## config.mk

```make
export PLATFORM = sky130hd
export DESIGN_NAME = sack_arq_sender_window_flat
export DESIGN_NICKNAME = d
export VERILOG_FILES = /design/src/hdl/sasw_pkg.sv /design/src/hdl/sasw_in_if.sv /design/src/hdl/sasw_out_if.sv /design/src/hdl/sack_arq_sender_window.sv /design/src/hdl/sasw_slot_ram.sv /design/src/hdl/sasw_rtt.sv /design/src/flat_wrapper.sv
export SDC_FILE = /design/constraint.sdc
export NUM_CORES = 2
export LEC_CHECK = 0
export BUFFER_PORTS_ARGS = -buffer_cell sky130_fd_sc_hd__buf_2
export CORE_ASPECT_RATIO = 1.25
export CORE_UTILIZATION = 45
export DETAILED_ROUTE_END_ITERATION = 7
export SETUP_SLACK_MARGIN = 0.1
export SYNTH_ARGS = -nofsm -noshare
export SYNTH_HDL_FRONTEND = slang
export SYNTH_SLANG_ARGS = --single-unit
export TNS_END_PERCENT = 20
```

## constraint.sdc

```tcl
create_clock -name clk -period 8.7 [get_ports clk]
set_input_delay 0.435 -clock clk [delete_from_list [all_inputs] [get_ports clk]]
set_output_delay 0.435 -clock clk [all_outputs]
set_load 0.05 [all_outputs]
```

## src/hdl/sasw_pkg.sv

```systemverilog
// Package for the selective-repeat ARQ sender window.
// Holds widths, codes, the slot memory word and the result item type.
// Used by every other file of the block; depends on nothing.
`default_nettype none
package sasw_pkg;
  localparam int WIN      = 32;
  localparam int IDX_W    = 5;
  localparam int CNT_W    = 6;
  localparam int SEQ_W    = 16;
  localparam int HND_W    = 16;
  localparam int LEN_W    = 11;
  localparam int TIME_W   = 32;
  localparam int RETX_W   = 8;
  localparam int RTO_W    = 16;
  localparam int SACK_W   = 32;
  localparam int APB_AW   = 4;
  localparam logic [RTO_W-1:0] RTO_FLOOR = 16'd50;
  localparam logic [RETX_W-1:0] RETX_MAX = 8'd255;

  // Request codes.
  localparam logic [1:0] REQ_QUEUE = 2'd0;
  localparam logic [1:0] REQ_ACK   = 2'd1;
  localparam logic [1:0] REQ_TICK  = 2'd2;

  // Result kinds.
  localparam logic [1:0] KIND_QUEUE = 2'd0;
  localparam logic [1:0] KIND_ACK   = 2'd1;
  localparam logic [1:0] KIND_TX    = 2'd2;
  localparam logic [1:0] KIND_TICK  = 2'd3;

  // Queue status codes.
  localparam logic [1:0] ST_OK    = 2'd0;
  localparam logic [1:0] ST_FULL  = 2'd1;
  localparam logic [1:0] ST_LARGE = 2'd2;

  // Register byte addresses.
  localparam logic [APB_AW-1:0] ADDR_RTO_INIT = 4'd0;
  localparam logic [APB_AW-1:0] ADDR_RTO_MAX  = 4'd4;
  localparam logic [APB_AW-1:0] ADDR_MAX_LEN  = 4'd8;

  // Register reset values.
  localparam logic [RTO_W-1:0] RST_RTO_INIT = 16'd200;
  localparam logic [RTO_W-1:0] RST_RTO_MAX  = 16'd10000;
  localparam logic [LEN_W-1:0] RST_MAX_LEN  = 11'd1400;

  typedef struct packed {
    logic [HND_W-1:0]  handle;
    logic [LEN_W-1:0]  len;
    logic [TIME_W-1:0] sent_time;
    logic [RETX_W-1:0] retx;
  } slot_word_t;

  typedef struct packed {
    logic [1:0]       kind;
    logic [1:0]       status;
    logic [SEQ_W-1:0] seq;
    logic [HND_W-1:0] handle;
    logic [LEN_W-1:0] len;
    logic             retx;
    logic [CNT_W-1:0] avail;
    logic [RTO_W-1:0] rto;
    logic             last;
  } out_item_t;
endpackage
`default_nettype wire

```

## src/hdl/sasw_in_if.sv

```systemverilog
// Input channel of the sender window: valid/ready and the request item.
// Depends on sasw_pkg for field widths.
`default_nettype none
interface sasw_in_if;
  logic                         valid;
  logic                         ready;
  logic [1:0]                   req_type;
  logic [sasw_pkg::HND_W-1:0]   payload_handle;
  logic [sasw_pkg::LEN_W-1:0]   payload_len;
  logic [sasw_pkg::SEQ_W-1:0]   ack_seq_in;
  logic [sasw_pkg::SACK_W-1:0]  sack_bitmap;
  logic [sasw_pkg::TIME_W-1:0]  now_ms;
  modport source (output valid, req_type, payload_handle, payload_len, ack_seq_in,
                  sack_bitmap, now_ms, input ready);
  modport sink (input valid, req_type, payload_handle, payload_len, ack_seq_in,
                sack_bitmap, now_ms, output ready);
endinterface
`default_nettype wire

```

## src/hdl/sasw_out_if.sv

```systemverilog
// Result channel of the sender window: valid/ready and the result item.
// Depends on sasw_pkg for field widths.
`default_nettype none
interface sasw_out_if;
  logic                        valid;
  logic                        ready;
  logic [1:0]                  resp_kind;
  logic [1:0]                  status;
  logic [sasw_pkg::SEQ_W-1:0]  tx_seq;
  logic [sasw_pkg::HND_W-1:0]  tx_handle;
  logic [sasw_pkg::LEN_W-1:0]  tx_len;
  logic                        tx_is_retransmit;
  logic [sasw_pkg::CNT_W-1:0]  window_avail;
  logic [sasw_pkg::RTO_W-1:0]  rto_now;
  logic                        last;
  modport source (output valid, resp_kind, status, tx_seq, tx_handle, tx_len,
                  tx_is_retransmit, window_avail, rto_now, last, input ready);
  modport sink (input valid, resp_kind, status, tx_seq, tx_handle, tx_len,
                tx_is_retransmit, window_avail, rto_now, last, output ready);
endinterface
`default_nettype wire

```

## src/hdl/sack_arq_sender_window.sv

```systemverilog
// Selective-repeat ARQ sender window with SACK and a Jacobson RTO.
// A queue request is answered directly from idle. An ACK walks the base over
// the slots it covers, reading each slot and marking it acknowledged, and runs
// the RTT steps for each sample; it then walks the SACK map one bit a cycle
// and ends with its done item. A tick walks the slots in the window, skipping
// acknowledged ones and reading the others, and ends with its done item.
// Both walks use the single read port of the slot memory; a tick writes a slot
// back when it sends it, and tick sends and done items wait while the result
// channel stalls. One item is in work at a time. There is no clearing pass:
// sent and acknowledged flags are flip-flops cleared by reset.
// Depends on sasw_pkg, sasw_in_if, sasw_out_if, sasw_slot_ram and sasw_rtt.
`default_nettype none
module sack_arq_sender_window (
  input  wire                              clk,
  input  wire                              rst_n,
  sasw_in_if.sink                          in_ch,
  sasw_out_if.source                       out_ch,
  input  wire                              cfg_psel,
  input  wire                              cfg_penable,
  input  wire                              cfg_pwrite,
  input  wire [sasw_pkg::APB_AW-1:0]       cfg_paddr,
  input  wire [31:0]                       cfg_pwdata,
  output logic [31:0]                      cfg_prdata,
  output logic                             cfg_pready
);
  localparam logic [3:0] S_IDLE    = 4'd0;
  localparam logic [3:0] S_ACK_RD  = 4'd1;
  localparam logic [3:0] S_ACK_EV  = 4'd2;
  localparam logic [3:0] S_RTT_A   = 4'd3;
  localparam logic [3:0] S_RTT_B   = 4'd4;
  localparam logic [3:0] S_SACK    = 4'd5;
  localparam logic [3:0] S_TICK_RD = 4'd6;
  localparam logic [3:0] S_TICK_EV = 4'd7;
  localparam logic [3:0] S_DONE    = 4'd8;

  localparam logic [sasw_pkg::CNT_W-1:0] WIN_C = sasw_pkg::CNT_W'(sasw_pkg::WIN);

  // Configuration registers.
  logic [sasw_pkg::RTO_W-1:0] rto_init_r, rto_max_r;
  logic [sasw_pkg::LEN_W-1:0] max_len_r;
  logic cfg_wr;

  assign cfg_pready = 1'b1;
  assign cfg_wr = cfg_psel && cfg_penable && cfg_pwrite;

  always_ff @(posedge clk) begin
    if (!rst_n) begin
      rto_init_r <= sasw_pkg::RST_RTO_INIT;
      rto_max_r  <= sasw_pkg::RST_RTO_MAX;
      max_len_r  <= sasw_pkg::RST_MAX_LEN;
    end else if (cfg_wr) begin
      case (cfg_paddr)
        sasw_pkg::ADDR_RTO_INIT: rto_init_r <= cfg_pwdata[sasw_pkg::RTO_W-1:0];
        sasw_pkg::ADDR_RTO_MAX:  rto_max_r  <= cfg_pwdata[sasw_pkg::RTO_W-1:0];
        sasw_pkg::ADDR_MAX_LEN:  max_len_r  <= cfg_pwdata[sasw_pkg::LEN_W-1:0];
        default: ;
      endcase
    end
  end

  always_comb begin
    case (cfg_paddr)
      sasw_pkg::ADDR_RTO_INIT: cfg_prdata = {16'd0, rto_init_r};
      sasw_pkg::ADDR_RTO_MAX:  cfg_prdata = {16'd0, rto_max_r};
      sasw_pkg::ADDR_MAX_LEN:  cfg_prdata = {21'd0, max_len_r};
      default:                 cfg_prdata = '0;
    endcase
  end

  // Control state and window registers.
  logic [3:0]                   state_r, state_nxt;
  logic [sasw_pkg::SEQ_W-1:0]   next_r, next_nxt, base_r, base_nxt;
  logic [sasw_pkg::CNT_W-1:0]   infl_r, infl_nxt;
  logic [sasw_pkg::RTO_W-1:0]   rto_r, rto_nxt;
  logic [sasw_pkg::WIN-1:0]     sent_r, sent_nxt, acked_r, acked_nxt;
  logic [sasw_pkg::CNT_W-1:0]   cnt_r, cnt_nxt, lim_r, lim_nxt;
  logic [1:0]                   kind_r, kind_nxt;
  logic                         ov_r, ov_nxt;
  sasw_pkg::out_item_t          oitem_r, oitem_nxt;

  // Latched request item.
  logic [sasw_pkg::SEQ_W-1:0]   ack_r, ack_nxt;
  logic [sasw_pkg::SACK_W-1:0]  sack_r, sack_nxt;
  logic [sasw_pkg::TIME_W-1:0]  now_r, now_nxt;
  logic [sasw_pkg::TIME_W-1:0]  rtt_r, rtt_nxt;

  // Slot memory and RTT unit.
  logic                         ram_we, ram_re;
  logic [sasw_pkg::IDX_W-1:0]   ram_waddr, ram_raddr;
  sasw_pkg::slot_word_t         ram_wdata, ram_rdata;
  logic                         rtt_a;
  logic [sasw_pkg::RTO_W-1:0]   rtt_rto;

  sasw_slot_ram u_ram (
    .clk   (clk),
    .we    (ram_we),
    .waddr (ram_waddr),
    .wdata (ram_wdata),
    .re    (ram_re),
    .raddr (ram_raddr),
    .rdata (ram_rdata)
  );

  sasw_rtt u_rtt (
    .clk     (clk),
    .rst_n   (rst_n),
    .step_a  (rtt_a),
    .rtt     (rtt_r),
    .rto_max (rto_max_r),
    .rto     (rtt_rto)
  );

  // Helpers for the main sequencer.
  logic                         out_free, in_acc;
  logic [sasw_pkg::SEQ_W-1:0]   span, d_ack_next, d_ack_base, seq_i, s_sack;
  logic [sasw_pkg::SEQ_W-1:0]   d_s_base, d_s_next, ack_cl;
  logic [sasw_pkg::IDX_W-1:0]   idx_b, idx_i, idx_s;
  logic                         ack_more;
  logic [sasw_pkg::TIME_W-1:0]  elapsed;
  logic                         timeout;
  logic [sasw_pkg::RTO_W:0]     rto2;
  logic [sasw_pkg::RTO_W-1:0]   rto_dbl;
  logic [sasw_pkg::CNT_W-1:0]   avail;
  logic [sasw_pkg::IDX_W-1:0]   bit_i;

  assign out_free    = !ov_r || out_ch.ready;
  assign in_ch.ready = (state_r == S_IDLE) && out_free;
  assign in_acc      = in_ch.valid && in_ch.ready;

  always_comb begin
    span       = next_r - base_r;
    d_ack_next = in_ch.ack_seq_in - next_r;
    ack_cl     = (!d_ack_next[15] && d_ack_next != '0) ? next_r : in_ch.ack_seq_in;
    d_ack_base = ack_r - base_r;
    ack_more   = !d_ack_base[15] && d_ack_base != '0 && cnt_r < WIN_C;
    idx_b      = base_r[sasw_pkg::IDX_W-1:0];
    seq_i      = base_r + {10'd0, cnt_r};
    idx_i      = seq_i[sasw_pkg::IDX_W-1:0];
    bit_i      = cnt_r[sasw_pkg::IDX_W-1:0];
    s_sack     = ack_r + 16'd1 + {11'd0, bit_i};
    idx_s      = s_sack[sasw_pkg::IDX_W-1:0];
    d_s_base   = s_sack - base_r;
    d_s_next   = s_sack - next_r;
    elapsed    = now_r - ram_rdata.sent_time;
    timeout    = !elapsed[31] && elapsed >= {16'd0, rto_r};
    rto2       = {rto_r, 1'b0};
    rto_dbl    = (rto2 > {1'b0, rto_max_r}) ? rto_max_r : rto2[sasw_pkg::RTO_W-1:0];
  end

  // Main sequencer.
  always_comb begin
    state_nxt = state_r;
    next_nxt  = next_r;
    base_nxt  = base_r;
    infl_nxt  = infl_r;
    rto_nxt   = rto_r;
    sent_nxt  = sent_r;
    acked_nxt = acked_r;
    cnt_nxt   = cnt_r;
    lim_nxt   = lim_r;
    kind_nxt  = kind_r;
    ack_nxt   = ack_r;
    sack_nxt  = sack_r;
    now_nxt   = now_r;
    rtt_nxt   = rtt_r;
    ov_nxt    = ov_r && !out_ch.ready;
    oitem_nxt = oitem_r;
    ram_we    = 1'b0;
    ram_waddr = next_r[sasw_pkg::IDX_W-1:0];
    ram_wdata = ram_rdata;
    ram_re    = 1'b0;
    ram_raddr = idx_b;
    rtt_a     = 1'b0;
    avail     = '0;

    case (state_r)
      S_IDLE: begin
        if (in_acc) begin
          now_nxt = in_ch.now_ms;
          cnt_nxt = '0;
          case (in_ch.req_type)
            sasw_pkg::REQ_QUEUE: begin
              oitem_nxt = '0;
              oitem_nxt.kind = sasw_pkg::KIND_QUEUE;
              oitem_nxt.last = 1'b1;
              if (infl_r >= WIN_C || span >= 16'(sasw_pkg::WIN)) begin
                oitem_nxt.status = sasw_pkg::ST_FULL;
              end else if (in_ch.payload_len > max_len_r) begin
                oitem_nxt.status = sasw_pkg::ST_LARGE;
              end else begin
                oitem_nxt.status = sasw_pkg::ST_OK;
                ram_we = 1'b1;
                ram_wdata.handle    = in_ch.payload_handle;
                ram_wdata.len       = in_ch.payload_len;
                ram_wdata.sent_time = '0;
                ram_wdata.retx      = '0;
                sent_nxt[next_r[sasw_pkg::IDX_W-1:0]]  = 1'b0;
                acked_nxt[next_r[sasw_pkg::IDX_W-1:0]] = 1'b0;
                next_nxt = next_r + 16'd1;
                infl_nxt = infl_r + 6'd1;
              end
              avail = WIN_C - infl_nxt;
              oitem_nxt.avail = avail;
              oitem_nxt.rto   = rto_r;
              ov_nxt = 1'b1;
            end
            sasw_pkg::REQ_ACK: begin
              ack_nxt   = ack_cl;
              sack_nxt  = in_ch.sack_bitmap;
              kind_nxt  = sasw_pkg::KIND_ACK;
              state_nxt = S_ACK_RD;
            end
            sasw_pkg::REQ_TICK: begin
              lim_nxt   = (span >= 16'(sasw_pkg::WIN)) ? WIN_C : span[sasw_pkg::CNT_W-1:0];
              kind_nxt  = sasw_pkg::KIND_TICK;
              state_nxt = S_TICK_RD;
            end
            default: ;
          endcase
        end
      end

      // Cumulative walk: read the slot at the base.
      S_ACK_RD: begin
        if (ack_more) begin
          ram_re    = 1'b1;
          state_nxt = S_ACK_EV;
        end else begin
          cnt_nxt   = '0;
          state_nxt = S_SACK;
        end
      end

      S_ACK_EV: begin
        state_nxt = S_ACK_RD;
        if (!acked_r[idx_b]) begin
          if (sent_r[idx_b] && ram_rdata.retx == '0) begin
            rtt_nxt   = now_r - ram_rdata.sent_time;
            state_nxt = S_RTT_A;
          end
          acked_nxt[idx_b] = 1'b1;
          if (infl_r != '0) begin
            infl_nxt = infl_r - 6'd1;
          end
        end
        base_nxt = base_r + 16'd1;
        cnt_nxt  = cnt_r + 6'd1;
      end

      S_RTT_A: begin
        rtt_a     = 1'b1;
        state_nxt = S_RTT_B;
      end

      S_RTT_B: begin
        rto_nxt   = rtt_rto;
        state_nxt = S_ACK_RD;
      end

      // Selective acknowledgements, one map bit a cycle.
      S_SACK: begin
        if (sack_r[bit_i] && !d_s_base[15] && d_s_base[15:5] == '0 && d_s_next[15]) begin
          if (!acked_r[idx_s]) begin
            acked_nxt[idx_s] = 1'b1;
            if (infl_r != '0) begin
              infl_nxt = infl_r - 6'd1;
            end
          end
        end
        cnt_nxt = cnt_r + 6'd1;
        if (bit_i == 5'd31) begin
          state_nxt = S_DONE;
        end
      end

      // Tick walk: skip acknowledged slots, read the others.
      S_TICK_RD: begin
        if (cnt_r >= lim_r) begin
          state_nxt = S_DONE;
        end else if (acked_r[idx_i]) begin
          cnt_nxt = cnt_r + 6'd1;
        end else begin
          ram_re    = 1'b1;
          ram_raddr = idx_i;
          state_nxt = S_TICK_EV;
        end
      end

      S_TICK_EV: begin
        ram_waddr = idx_i;
        if (!sent_r[idx_i] || timeout) begin
          if (out_free) begin
            oitem_nxt        = '0;
            oitem_nxt.kind   = sasw_pkg::KIND_TX;
            oitem_nxt.seq    = seq_i;
            oitem_nxt.handle = ram_rdata.handle;
            oitem_nxt.len    = ram_rdata.len;
            oitem_nxt.avail  = WIN_C - infl_r;
            ram_we = 1'b1;
            ram_wdata.sent_time = now_r;
            if (!sent_r[idx_i]) begin
              sent_nxt[idx_i] = 1'b1;
              ram_wdata.retx  = '0;
              oitem_nxt.rto   = rto_r;
            end else begin
              if (ram_rdata.retx != sasw_pkg::RETX_MAX) begin
                ram_wdata.retx = ram_rdata.retx + 8'd1;
              end
              rto_nxt        = rto_dbl;
              oitem_nxt.retx = 1'b1;
              oitem_nxt.rto  = rto_dbl;
            end
            ov_nxt    = 1'b1;
            cnt_nxt   = cnt_r + 6'd1;
            state_nxt = S_TICK_RD;
          end
        end else begin
          cnt_nxt   = cnt_r + 6'd1;
          state_nxt = S_TICK_RD;
        end
      end

      // Done item of an ACK or a tick.
      S_DONE: begin
        if (out_free) begin
          oitem_nxt       = '0;
          oitem_nxt.kind  = kind_r;
          oitem_nxt.avail = WIN_C - infl_r;
          oitem_nxt.rto   = rto_r;
          oitem_nxt.last  = 1'b1;
          ov_nxt    = 1'b1;
          state_nxt = S_IDLE;
        end
      end

      default: state_nxt = S_IDLE;
    endcase
  end

  // Control registers.
  always_ff @(posedge clk) begin
    if (!rst_n) begin
      state_r <= S_IDLE;
      next_r  <= '0;
      base_r  <= '0;
      infl_r  <= '0;
      rto_r   <= sasw_pkg::RST_RTO_INIT;
      sent_r  <= '0;
      acked_r <= '0;
      cnt_r   <= '0;
      lim_r   <= '0;
      kind_r  <= sasw_pkg::KIND_ACK;
      ov_r    <= 1'b0;
    end else begin
      state_r <= state_nxt;
      next_r  <= next_nxt;
      base_r  <= base_nxt;
      infl_r  <= infl_nxt;
      rto_r   <= rto_nxt;
      sent_r  <= sent_nxt;
      acked_r <= acked_nxt;
      cnt_r   <= cnt_nxt;
      lim_r   <= lim_nxt;
      kind_r  <= kind_nxt;
      ov_r    <= ov_nxt;
    end
  end

  // Payload registers.
  always_ff @(posedge clk) begin
    ack_r   <= ack_nxt;
    sack_r  <= sack_nxt;
    now_r   <= now_nxt;
    rtt_r   <= rtt_nxt;
    oitem_r <= oitem_nxt;
  end

  // Result channel.
  assign out_ch.valid            = ov_r;
  assign out_ch.resp_kind        = oitem_r.kind;
  assign out_ch.status           = oitem_r.status;
  assign out_ch.tx_seq           = oitem_r.seq;
  assign out_ch.tx_handle        = oitem_r.handle;
  assign out_ch.tx_len           = oitem_r.len;
  assign out_ch.tx_is_retransmit = oitem_r.retx;
  assign out_ch.window_avail     = oitem_r.avail;
  assign out_ch.rto_now          = oitem_r.rto;
  assign out_ch.last             = oitem_r.last;
endmodule
`default_nettype wire

```

## src/hdl/sasw_slot_ram.sv

```systemverilog
// Slot memory: one write port and one registered read port.
// Holds handle, length, send time and retry count per ring slot; uses sasw_pkg.
`default_nettype none
module sasw_slot_ram (
  input  wire                          clk,
  input  wire                          we,
  input  wire [sasw_pkg::IDX_W-1:0]    waddr,
  input  wire sasw_pkg::slot_word_t    wdata,
  input  wire                          re,
  input  wire [sasw_pkg::IDX_W-1:0]    raddr,
  output sasw_pkg::slot_word_t         rdata
);
  sasw_pkg::slot_word_t mem [sasw_pkg::WIN];

  // Write port.
  always_ff @(posedge clk) begin
    if (we) begin
      mem[waddr] <= wdata;
    end
  end

  // Read port; data holds when no read is issued.
  always_ff @(posedge clk) begin
    if (re) begin
      rdata <= mem[raddr];
    end
  end
endmodule
`default_nettype wire

```

## src/hdl/sasw_rtt.sv

```systemverilog
// Jacobson RTT estimator: smoothed RTT, variance and the clamped RTO.
// Each sample registers the estimate, then forms the RTO from it; uses sasw_pkg.
`default_nettype none
module sasw_rtt (
  input  wire                          clk,
  input  wire                          rst_n,
  input  wire                          step_a,
  input  wire [sasw_pkg::TIME_W-1:0]   rtt,
  input  wire [sasw_pkg::RTO_W-1:0]    rto_max,
  output logic [sasw_pkg::RTO_W-1:0]   rto
);
  logic [sasw_pkg::TIME_W-1:0] srtt_r, srtt_nxt;
  logic [sasw_pkg::TIME_W-1:0] var_r, var_nxt;
  logic [sasw_pkg::TIME_W-1:0] dev;
  logic [sasw_pkg::TIME_W+1:0] var_sum;
  logic [sasw_pkg::TIME_W+2:0] srtt_sum;
  logic [sasw_pkg::TIME_W+2:0] rto_sum;

  // First step: new variance and smoothed RTT.
  always_comb begin
    dev      = (srtt_r > rtt) ? srtt_r - rtt : rtt - srtt_r;
    var_sum  = {2'b00, var_r} + {1'b0, var_r, 1'b0} + {2'b00, dev};
    srtt_sum = {srtt_r, 3'b000} - {3'b000, srtt_r} + {3'b000, rtt};
    srtt_nxt = srtt_r;
    var_nxt  = var_r;
    if (step_a) begin
      if (srtt_r == '0) begin
        srtt_nxt = rtt;
        var_nxt  = {1'b0, rtt[sasw_pkg::TIME_W-1:1]};
      end else begin
        var_nxt  = var_sum[sasw_pkg::TIME_W+1:2];
        srtt_nxt = srtt_sum[sasw_pkg::TIME_W+2:3];
      end
    end
  end

  always_ff @(posedge clk) begin
    if (!rst_n) begin
      srtt_r <= '0;
      var_r  <= '0;
    end else begin
      srtt_r <= srtt_nxt;
      var_r  <= var_nxt;
    end
  end

  // Second step: RTO from the new estimate, raised to the floor, then clamped.
  // The sum of srtt and four times the variance needs 35 bits.
  always_comb begin
    rto_sum = {3'b000, srtt_r} + {1'b0, var_r, 2'b00};
    if (rto_sum < {19'd0, sasw_pkg::RTO_FLOOR}) begin
      rto_sum = {19'd0, sasw_pkg::RTO_FLOOR};
    end
    if (rto_sum > {19'd0, rto_max}) begin
      rto_sum = {19'd0, rto_max};
    end
    rto = rto_sum[sasw_pkg::RTO_W-1:0];
  end
endmodule
`default_nettype wire
```

## src/flat_wrapper.sv

```systemverilog
// flat-port wrapper written by rule: the top's interface ports become plain ports
module sack_arq_sender_window_flat 
  (clk, rst_n, cfg_psel, cfg_penable, cfg_pwrite, cfg_paddr, cfg_pwdata, cfg_prdata, cfg_pready, in_ch_valid, in_ch_req_type, in_ch_payload_handle, in_ch_payload_len, in_ch_ack_seq_in, in_ch_sack_bitmap, in_ch_now_ms, in_ch_ready, out_ch_valid, out_ch_resp_kind, out_ch_status, out_ch_tx_seq, out_ch_tx_handle, out_ch_tx_len, out_ch_tx_is_retransmit, out_ch_window_avail, out_ch_rto_now, out_ch_last, out_ch_ready);
  sasw_in_if in_ch_i ();
  sasw_out_if out_ch_i ();
  input  wire clk;
  input  wire rst_n;
  input  wire cfg_psel;
  input  wire cfg_penable;
  input  wire cfg_pwrite;
  input  wire [sasw_pkg::APB_AW-1:0] cfg_paddr;
  input  wire [31:0] cfg_pwdata;
  output logic [31:0] cfg_prdata;
  output logic cfg_pready;
  input wire logic [$bits(in_ch_i.valid)-1:0] in_ch_valid;
  input wire logic [$bits(in_ch_i.req_type)-1:0] in_ch_req_type;
  input wire logic [$bits(in_ch_i.payload_handle)-1:0] in_ch_payload_handle;
  input wire logic [$bits(in_ch_i.payload_len)-1:0] in_ch_payload_len;
  input wire logic [$bits(in_ch_i.ack_seq_in)-1:0] in_ch_ack_seq_in;
  input wire logic [$bits(in_ch_i.sack_bitmap)-1:0] in_ch_sack_bitmap;
  input wire logic [$bits(in_ch_i.now_ms)-1:0] in_ch_now_ms;
  output wire logic [$bits(in_ch_i.ready)-1:0] in_ch_ready;
  output wire logic [$bits(out_ch_i.valid)-1:0] out_ch_valid;
  output wire logic [$bits(out_ch_i.resp_kind)-1:0] out_ch_resp_kind;
  output wire logic [$bits(out_ch_i.status)-1:0] out_ch_status;
  output wire logic [$bits(out_ch_i.tx_seq)-1:0] out_ch_tx_seq;
  output wire logic [$bits(out_ch_i.tx_handle)-1:0] out_ch_tx_handle;
  output wire logic [$bits(out_ch_i.tx_len)-1:0] out_ch_tx_len;
  output wire logic [$bits(out_ch_i.tx_is_retransmit)-1:0] out_ch_tx_is_retransmit;
  output wire logic [$bits(out_ch_i.window_avail)-1:0] out_ch_window_avail;
  output wire logic [$bits(out_ch_i.rto_now)-1:0] out_ch_rto_now;
  output wire logic [$bits(out_ch_i.last)-1:0] out_ch_last;
  input wire logic [$bits(out_ch_i.ready)-1:0] out_ch_ready;
  assign in_ch_i.valid = in_ch_valid;
  assign in_ch_i.req_type = in_ch_req_type;
  assign in_ch_i.payload_handle = in_ch_payload_handle;
  assign in_ch_i.payload_len = in_ch_payload_len;
  assign in_ch_i.ack_seq_in = in_ch_ack_seq_in;
  assign in_ch_i.sack_bitmap = in_ch_sack_bitmap;
  assign in_ch_i.now_ms = in_ch_now_ms;
  assign in_ch_ready = in_ch_i.ready;
  assign out_ch_valid = out_ch_i.valid;
  assign out_ch_resp_kind = out_ch_i.resp_kind;
  assign out_ch_status = out_ch_i.status;
  assign out_ch_tx_seq = out_ch_i.tx_seq;
  assign out_ch_tx_handle = out_ch_i.tx_handle;
  assign out_ch_tx_len = out_ch_i.tx_len;
  assign out_ch_tx_is_retransmit = out_ch_i.tx_is_retransmit;
  assign out_ch_window_avail = out_ch_i.window_avail;
  assign out_ch_rto_now = out_ch_i.rto_now;
  assign out_ch_last = out_ch_i.last;
  assign out_ch_i.ready = out_ch_ready;
  sack_arq_sender_window u_core (.clk(clk), .rst_n(rst_n), .in_ch(in_ch_i), .out_ch(out_ch_i), .cfg_psel(cfg_psel), .cfg_penable(cfg_penable), .cfg_pwrite(cfg_pwrite), .cfg_paddr(cfg_paddr), .cfg_pwdata(cfg_pwdata), .cfg_prdata(cfg_prdata), .cfg_pready(cfg_pready));
endmodule
```

Word-level counts from Yosys, hierarchy flattened
Memories as Yosys holds them, arrays and structs flattened. A register that Yosys moved wholly into a read port is not among the register bits.
Index checks and enable logic that the tools add are counted.
{"block": "op_classes", "addsub": 24, "order_cmp": 19, "n_eq_ne": 32, "mux": 123, "n_bitwise": 9, "reduce_logical": 59}
{"operator": "$mux 32", "n": 17}
{"operator": "$mux 71", "n": 5}
{"operator": "$mux 67", "n": 4}
{"operator": "$pmux 71 s3", "n": 1}
{"operator": "$mux 6", "n": 18}
{"operator": "$mux 16", "n": 6}
{"operator": "$or 32x32->32", "n": 3}
{"operator": "$pmux 32 s3", "n": 1}
{"operator": "$sub 32x32->32", "n": 3}
{"operator": "$mux 40", "n": 2}
{"operator": "$pmux 40 s2", "n": 1}
{"operator": "$sub 16x16->16", "n": 5}
{"operator": "$and 32x32->32", "n": 2}
{"operator": "$pmux 32 s2", "n": 1}
{"operator": "$add 16x1->16 const B", "n": 3}
{"operator": "$pmux 16 s3", "n": 1}
{"operator": "$pmux 4 s9", "n": 1}
{"operator": "$add 32x34->35", "n": 1}
{"operator": "$add 35x32->35", "n": 1}
{"operator": "$gt 35x16->1", "n": 1}
{"operator": "$lt 35x6->1 const B", "n": 1}
{"operator": "$mux 35", "n": 1}
{"operator": "$sub 35x32->35", "n": 1}
{"operator": "$add 32x33->34", "n": 1}
{"operator": "other kinds (66)", "n": 185}
{"block": "word_totals", "regBits": 427, "ram_bits": 2144, "input_bits": 152, "word_cells": 296, "mem_count": 1}
{"memory": "u_core.u_ram.mem", "words": 32, "word_bits": 67, "rd": 1, "rd_clocked_by_memory_dff": 1, "write_ports": 1, "line_no": "sasw_slot_ram.sv:13", "rtl": "sasw_pkg::slot_word_t mem [sasw_pkg::WIN];"}

Longest topological paths before layout
{"block": "logic_depth", "ltp_word": 11, "depth_mapped": 32}

Modules after synthesis
Synthesis repeated with hierarchy kept, for this count alone.
{"block": "unflattened", "hier_cells": 8544, "area_unflattened_um2": 122000.8}
{"mod": "sasw_slot_ram", "n_inst": 1, "cells_per_inst": 3944, "area_each_um2": 83617.7}
{"mod": "sack_arq_sender_window", "n_inst": 1, "cells_per_inst": 2772, "area_each_um2": 25190.4}
{"mod": "sasw_rtt", "n_inst": 1, "cells_per_inst": 1828, "area_each_um2": 13192.7}

Worst setup path before layout
Ideal clock, no wire load.
{"block": "synth_timing", "kind": "reg-to-reg", "startpoint": "register u_core.now_r[0] (netlist name)", "endpoint": "register u_core.oitem_r, in the netlist u_core.out_ch.last, enable pin", "setup_ns": 0.524, "arrival_time_ns": 7.025, "required_time_ns": 8.176, "setup_slack_ns": 1.151, "path_stages_with_launch": 24, "cell_sequence": "edfxtp_1 inv_1 ha_1 inv_1 fa_1 a211oi_1 nor2_1 nor4_1 o21ai_0 a21oi_1 xnor2_1 ha_1 nand2_1 o21ai_0 a41o_1 nand4_1 o21ai_0 a211oi_1 nand4_1 or4_4 nor4b_4 or2_2 buf_2 a21oi_1"}
{"block": "synth_via", "elab_chain_cells": 6}
{"element": "from (decl)", "line_no": "sack_arq_sender_window.sv:84", "rtl": "logic [sasw_pkg::TIME_W-1:0] now_r, now_nxt;"}
{"element": "from (signal assigned)", "line_no": "sack_arq_sender_window.sv:373", "rtl": "now_r <= now_nxt;"}
{"element": "$sub 32x32->32", "line_no": "sack_arq_sender_window.sv:144", "rtl": "elapsed = now_r - ram_rdata.sent_time;"}
{"element": "via u_core.elapsed (one bit)", "line_no": "sack_arq_sender_window.sv:119", "rtl": "logic [sasw_pkg::TIME_W-1:0] elapsed;"}
{"element": "$ge 32x16->1", "line_no": "sack_arq_sender_window.sv:145", "rtl": "timeout = !elapsed[31] && elapsed >= {16'd0, rto_r};"}
{"element": "$logic_and 1x1->1", "line_no": "sack_arq_sender_window.sv:145"}
{"element": "$logic_or 1x1->1", "line_no": "sack_arq_sender_window.sv:291", "rtl": "if (!sent_r[idx_i] || timeout) begin"}
{"element": "$ne 2x1->1 (no source line)"}
{"element": "$reduce_and 6->1 (no source line)"}
{"element": "to (signal assigned)", "line_no": "sack_arq_sender_window.sv:375", "rtl": "oitem_r <= oitem_nxt;"}
{"element": "to (decl)", "line_no": "sack_arq_sender_window.sv:79", "rtl": "sasw_pkg::out_item_t oitem_r, oitem_nxt;"}
The timed path passes the listed nets, and every way through them passes these cells.
A chain may end at the register's enable or synchronous reset.

Final worst setup path
{"block": "layout_timing", "startpoint": "register u_core.u_rtt.srtt_r[17] (netlist name)", "endpoint": "register u_core.u_rtt.var_r[30] (netlist name)"}
{"block": "layout_via", "elab_chain_cells": 4}
{"element": "from (decl)", "line_no": "sasw_rtt.sv:12", "rtl": "logic [sasw_pkg::TIME_W-1:0] srtt_r, srtt_nxt;"}
{"element": "from (signal assigned)", "line_no": "sasw_rtt.sv:42", "rtl": "srtt_r <= srtt_nxt;"}
{"element": "$sub 32x32->32 or $gt 32x32->1 (tied branches)", "line_no": "sasw_rtt.sv:21", "rtl": "dev = (srtt_r > rtt) ? srtt_r - rtt : rtt - srtt_r;"}
{"element": "$mux 32", "line_no": "sasw_rtt.sv:21"}
{"element": "$add 34x32->34", "line_no": "sasw_rtt.sv:22", "rtl": "var_sum = {2'b00, var_r} + {1'b0, var_r, 1'b0} + {2'b00, dev};"}
{"element": "$mux 32 (*)", "line_no": "sasw_rtt.sv:27", "rtl": "if (srtt_r == '0) begin"}
{"element": "to (signal assigned)", "line_no": "sasw_rtt.sv:43", "rtl": "var_r <= var_nxt;"}
{"element": "to (decl)", "line_no": "sasw_rtt.sv:13", "rtl": "logic [sasw_pkg::TIME_W-1:0] var_r, var_nxt;"}
Every way passes the cells marked *; elsewhere a longest branch is shown, timed or not.

==> out/summary.log <==
qor: status.outcome complete, no violations
qor: synth.synth_warnings 0
qor: worst_setup_path.critical-path-top-delay-family compound AO/OA/AOI/OAI gates
qor: floorplanning.core_area 0.274 sq mm
qor: synth.synthesis.instances 10,500
qor: sta.setup_violations 0
qor: clock_tree.post-cts-setup-buffer-count 0
qor: floorplanning.io_pins 258
qor: sta.timing.final.hold_violations 0
qor: final_layout.layout-drive-gt1-share 0.106
qor: floorplanning.rows 215
qor: route.drt-wirelength-per-cell 27.8 um
qor: clock_tree.cts_root_buf sky130_fd_sc_hd__clkbuf_16
qor: power_and_ir_drop.power_density 237 mW/mm^2
qor: synth.asyncSetResetFlopFracSynth 0
qor: clock_tree.cts_num_sinks 2,637
qor: route.totalWireLength 403,000 um
qor: clock_tree.cts.clk_slew.worst_paths 70 ps
qor: route.vias_per_cell 6.12
qor: worst_setup_path.setup.reg_to_reg.worst_slack 1000 ps
qor: global_route.grt_start_max_net_pins 111
qor: synth.most_used_flip_flop_cell_after_synthesis sky130_fd_sc_hd__edfxtp_1
qor: route.dr_total_vias 88,700
qor: clock_tree.clockBufferDepth 4
qor: clock_tree.tritoncts_clock_tree yes
qor: final_layout.num-fill-cells 23,500
qor: sta.max_clock_skew 62.4 ps
qor: sta.layout_worst_path_cycle_share 0.885
qor: sta.holdWs 106 ps
qor: final_layout.area.growth.synth_to_final 13.1%
qor: worst_setup_path.timing.setup.critical_path_class flip-flop to flip-flop
qor: worst_hold_path.hold_path.class input port to flip-flop
qor: worst_setup_path.path_max_fanout 14
qor: final_layout.commonest_non_fill_non_tap_cell_in_the_layout sky130_fd_sc_hd__edfxtp_1
qor: place.port_buffers 224
qor: worst_setup_path.critPathArrivalTime 8400 ps
qor: floorplanning.floorplan.die_area 0.277 sq mm
qor: synth.synth-edff-count 2,394
qor: sta.fin_ws 1000 ps
qor: final_layout.finalNetCount 11,300
qor: worst_setup_path.crit_path_start_kind flip-flop
qor: sta.maxSlewViolCount 0
qor: synth.mean_instance_size_in_the_synthesized_netlist 11.8 sq um
qor: worst_setup_path.required 9410 ps
qor: synth.synth_area 0.124 sq mm
qor: place.gpl.final_weighted_congestion 0.920
qor: final_layout.post-route-cell-area 0.140 sq mm
qor: worst_setup_path.critPathSlowestCell sky130_fd_sc_hd__o21ai_0
qor: worst_setup_path.critical_path.endpoint_type flip-flop
qor: route.routed_antenna_nets 0
qor: route.drcViolationCount 0
qor: synth.ys_seq_area_frac 0.620
qor: worst_setup_path.critical_path_buf_inv_count 3
qor: clock_tree.h-tree-depth 5
qor: floorplanning.die_width 471 um
qor: sta.slew_headroom 0.0266
qor: global_route.vias_in_the_first_global_route 86,300
qor: final_layout.layout_common_cells sky130_fd_sc_hd__edfxtp_1 (2,394), sky130_fd_sc_hd__nand2_1 (1,963), sky130_fd_sc_hd__a21oi_1 (504)
qor: floorplanning.floorplan.die.height 589 um
qor: route.drt-initial-drc-count 9,707
qor: sta.grt_setup_unrepaired false
qor: sta.fmaxAchievable 130 MHz
qor: global_route.initial_antenna_violation_count 24
qor: clock_tree.clock_insertion_delay_worst_skew 880 ps
qor: sta.post-route-min-period 7700 ps
qor: global_route.grt_remaining_overflow 0
qor: synth.yosysUniqueCellTypes 98
qor: place.place_hpwl 244,000 um
qor: synth.yosys_register_bits 2,637
qor: power_and_ir_drop.vdd.ir_drop.worst 0.000196 V
qor: worst_setup_path.critPathMaxStageDelay 620 ps
qor: route.firstDrtPassIters 8
qor: place.place_worst_setup_slack 1060 ps
qor: global_route.grt_pass1_wl 582,000 um
qor: final_layout.utilization 0.511
qor: sta.fin_tns_setup 0 ps
qor: flow_run.timing.max_cap.violations 0
qor: global_route.global_route.usage.total 0.283
qor: sta.tightest_slew 1460 ps
qor: clock_tree.cts_bufs_inserted 280
qor: place.placedInstanceArea 0.130 sq mm
qor: floorplanning.effective_utilization_at_floorplan 0.452
qor: power_and_ir_drop.leakage 50.9 nW
[layout make-up]
cell class / instances / area [sq um] / area share
inverters: 425 / 1600 / 0.0114
clock buffers: 348 / 7520 / 0.0537
multi-input cells: 6785 / 43800 / 0.313
clock inverters: 141 / 1280 / 0.00913
well taps: 3580 / 4480 / 0.0320
flip-flops and latches: 2637 / 76800 / 0.548
repair buffers: 562 / 4600 / 0.0329
diodes: 12 / 30.0 / 0.000214
[registers in the layout, indices dropped and copies added (netlist names), 32 cells and up]
signal,flops
u_core.acked_r,32
u_core.now_r,32
u_core.rtt_r,32
u_core.sack_r,32
u_core.sent_r,32
u_core.u_ram.mem,2144
u_core.u_ram.rdata,67
u_core.u_rtt.srtt_r,32
u_core.u_rtt.var_r,32
[routing by layer]
layer  up-vias  wire length, um  part of all wire  global-route usage
met5         -              117           0.00029                   0
met4        16            16100             0.040               0.111
met3       805            31300             0.078              0.0440
met2      4074           196000              0.49               0.480
met1     44500           159000              0.40               0.363
li1      39300                -                 -                   -
[cell families (layout without fill, tap and decap cells)]
logic type	count (synthesis)	count (layout)	share of synthesized area
and+or+nand+nor	3584	3584	0.129
DFF	2637	2637	0.620
AOI/OAI and AO/OA	2122	2122	0.113
buffers and inverters	1050	1476	0.0347
muxes	433	433	0.0419
adders and majority gates	427	427	0.0474
xor gates and xnor gates	202	202	0.0143
other	2	29	0.0000606
[metrics by stage]
| step | cells | power, mW |
|---|---|---|
| 6_report | 14500 | 33.2 |
| 2_1_floorplan | 10500 | 19.4 |
| 3_3_place_gp | 13900 | 21.5 |
| 5_1_grt | 14500 | 34.3 |
| 3_5_place_dp | 13900 | 21.6 |
| 4_1_cts | 14500 | 33.3 |
[power breakdown]
| group | internal (mW) | leakage [nW] | switching, mW |
|---|---|---|---|
| registers | 14.8 | 23.5 | 0.241 |
| logic | 2.00 | 23.1 | 4.41 |
| clock network | 6.74 | 4.29 | 5.04 |
| total | 23.5 | 50.9 | 9.69 |
[cells in the mapped netlist (all sizes together), types with 109 or more instances]
cell type	instances	area, sq um
edfxtp	2394	71900
nor2	376	1410
a31oi	266	1660
dfxtp	243	4860
and3	258	1610
mux2i	228	2280
inv	422	1580
a21oi	511	2570
mux2	152	1710
clkbuf	388	1460
nor3	109	546
o21ai	368	1850
buf	237	1240
nand3	458	2290
nand2	1967	7390
ha	356	4450
xnor2	146	1280
[worst register-to-register path, delay by kind of cell (launching register included)]
family	cells	cell delay, ps
flops	1	520
simple gates	3	380
fa+ha+maj	3	1360
xor+xnor	1	200
buf+inv	3	440
compound gates	18	4630
[path summary, 6_finish.rpt]
check,from,endpoint,cells past startpoint
worst max register to register,u_core.u_rtt.srtt_r[17],u_core.u_rtt.var_r[30],28
worst min-delay path,in_ch_req_type[1],u_core.kind_r[1],6
worst max-delay path,u_core.u_rtt.srtt_r[17],u_core.u_rtt.var_r[30],28
worst min register to register,u_core.rto_init_r[8],u_core.rto_init_r[8],2
[timing repair]
item                      in CTS  in global routing
hold buffers                  97                  0
hold endpoints to repair     123                  0
resized for setup              0                  0
(Power assumes the default switching activity.)
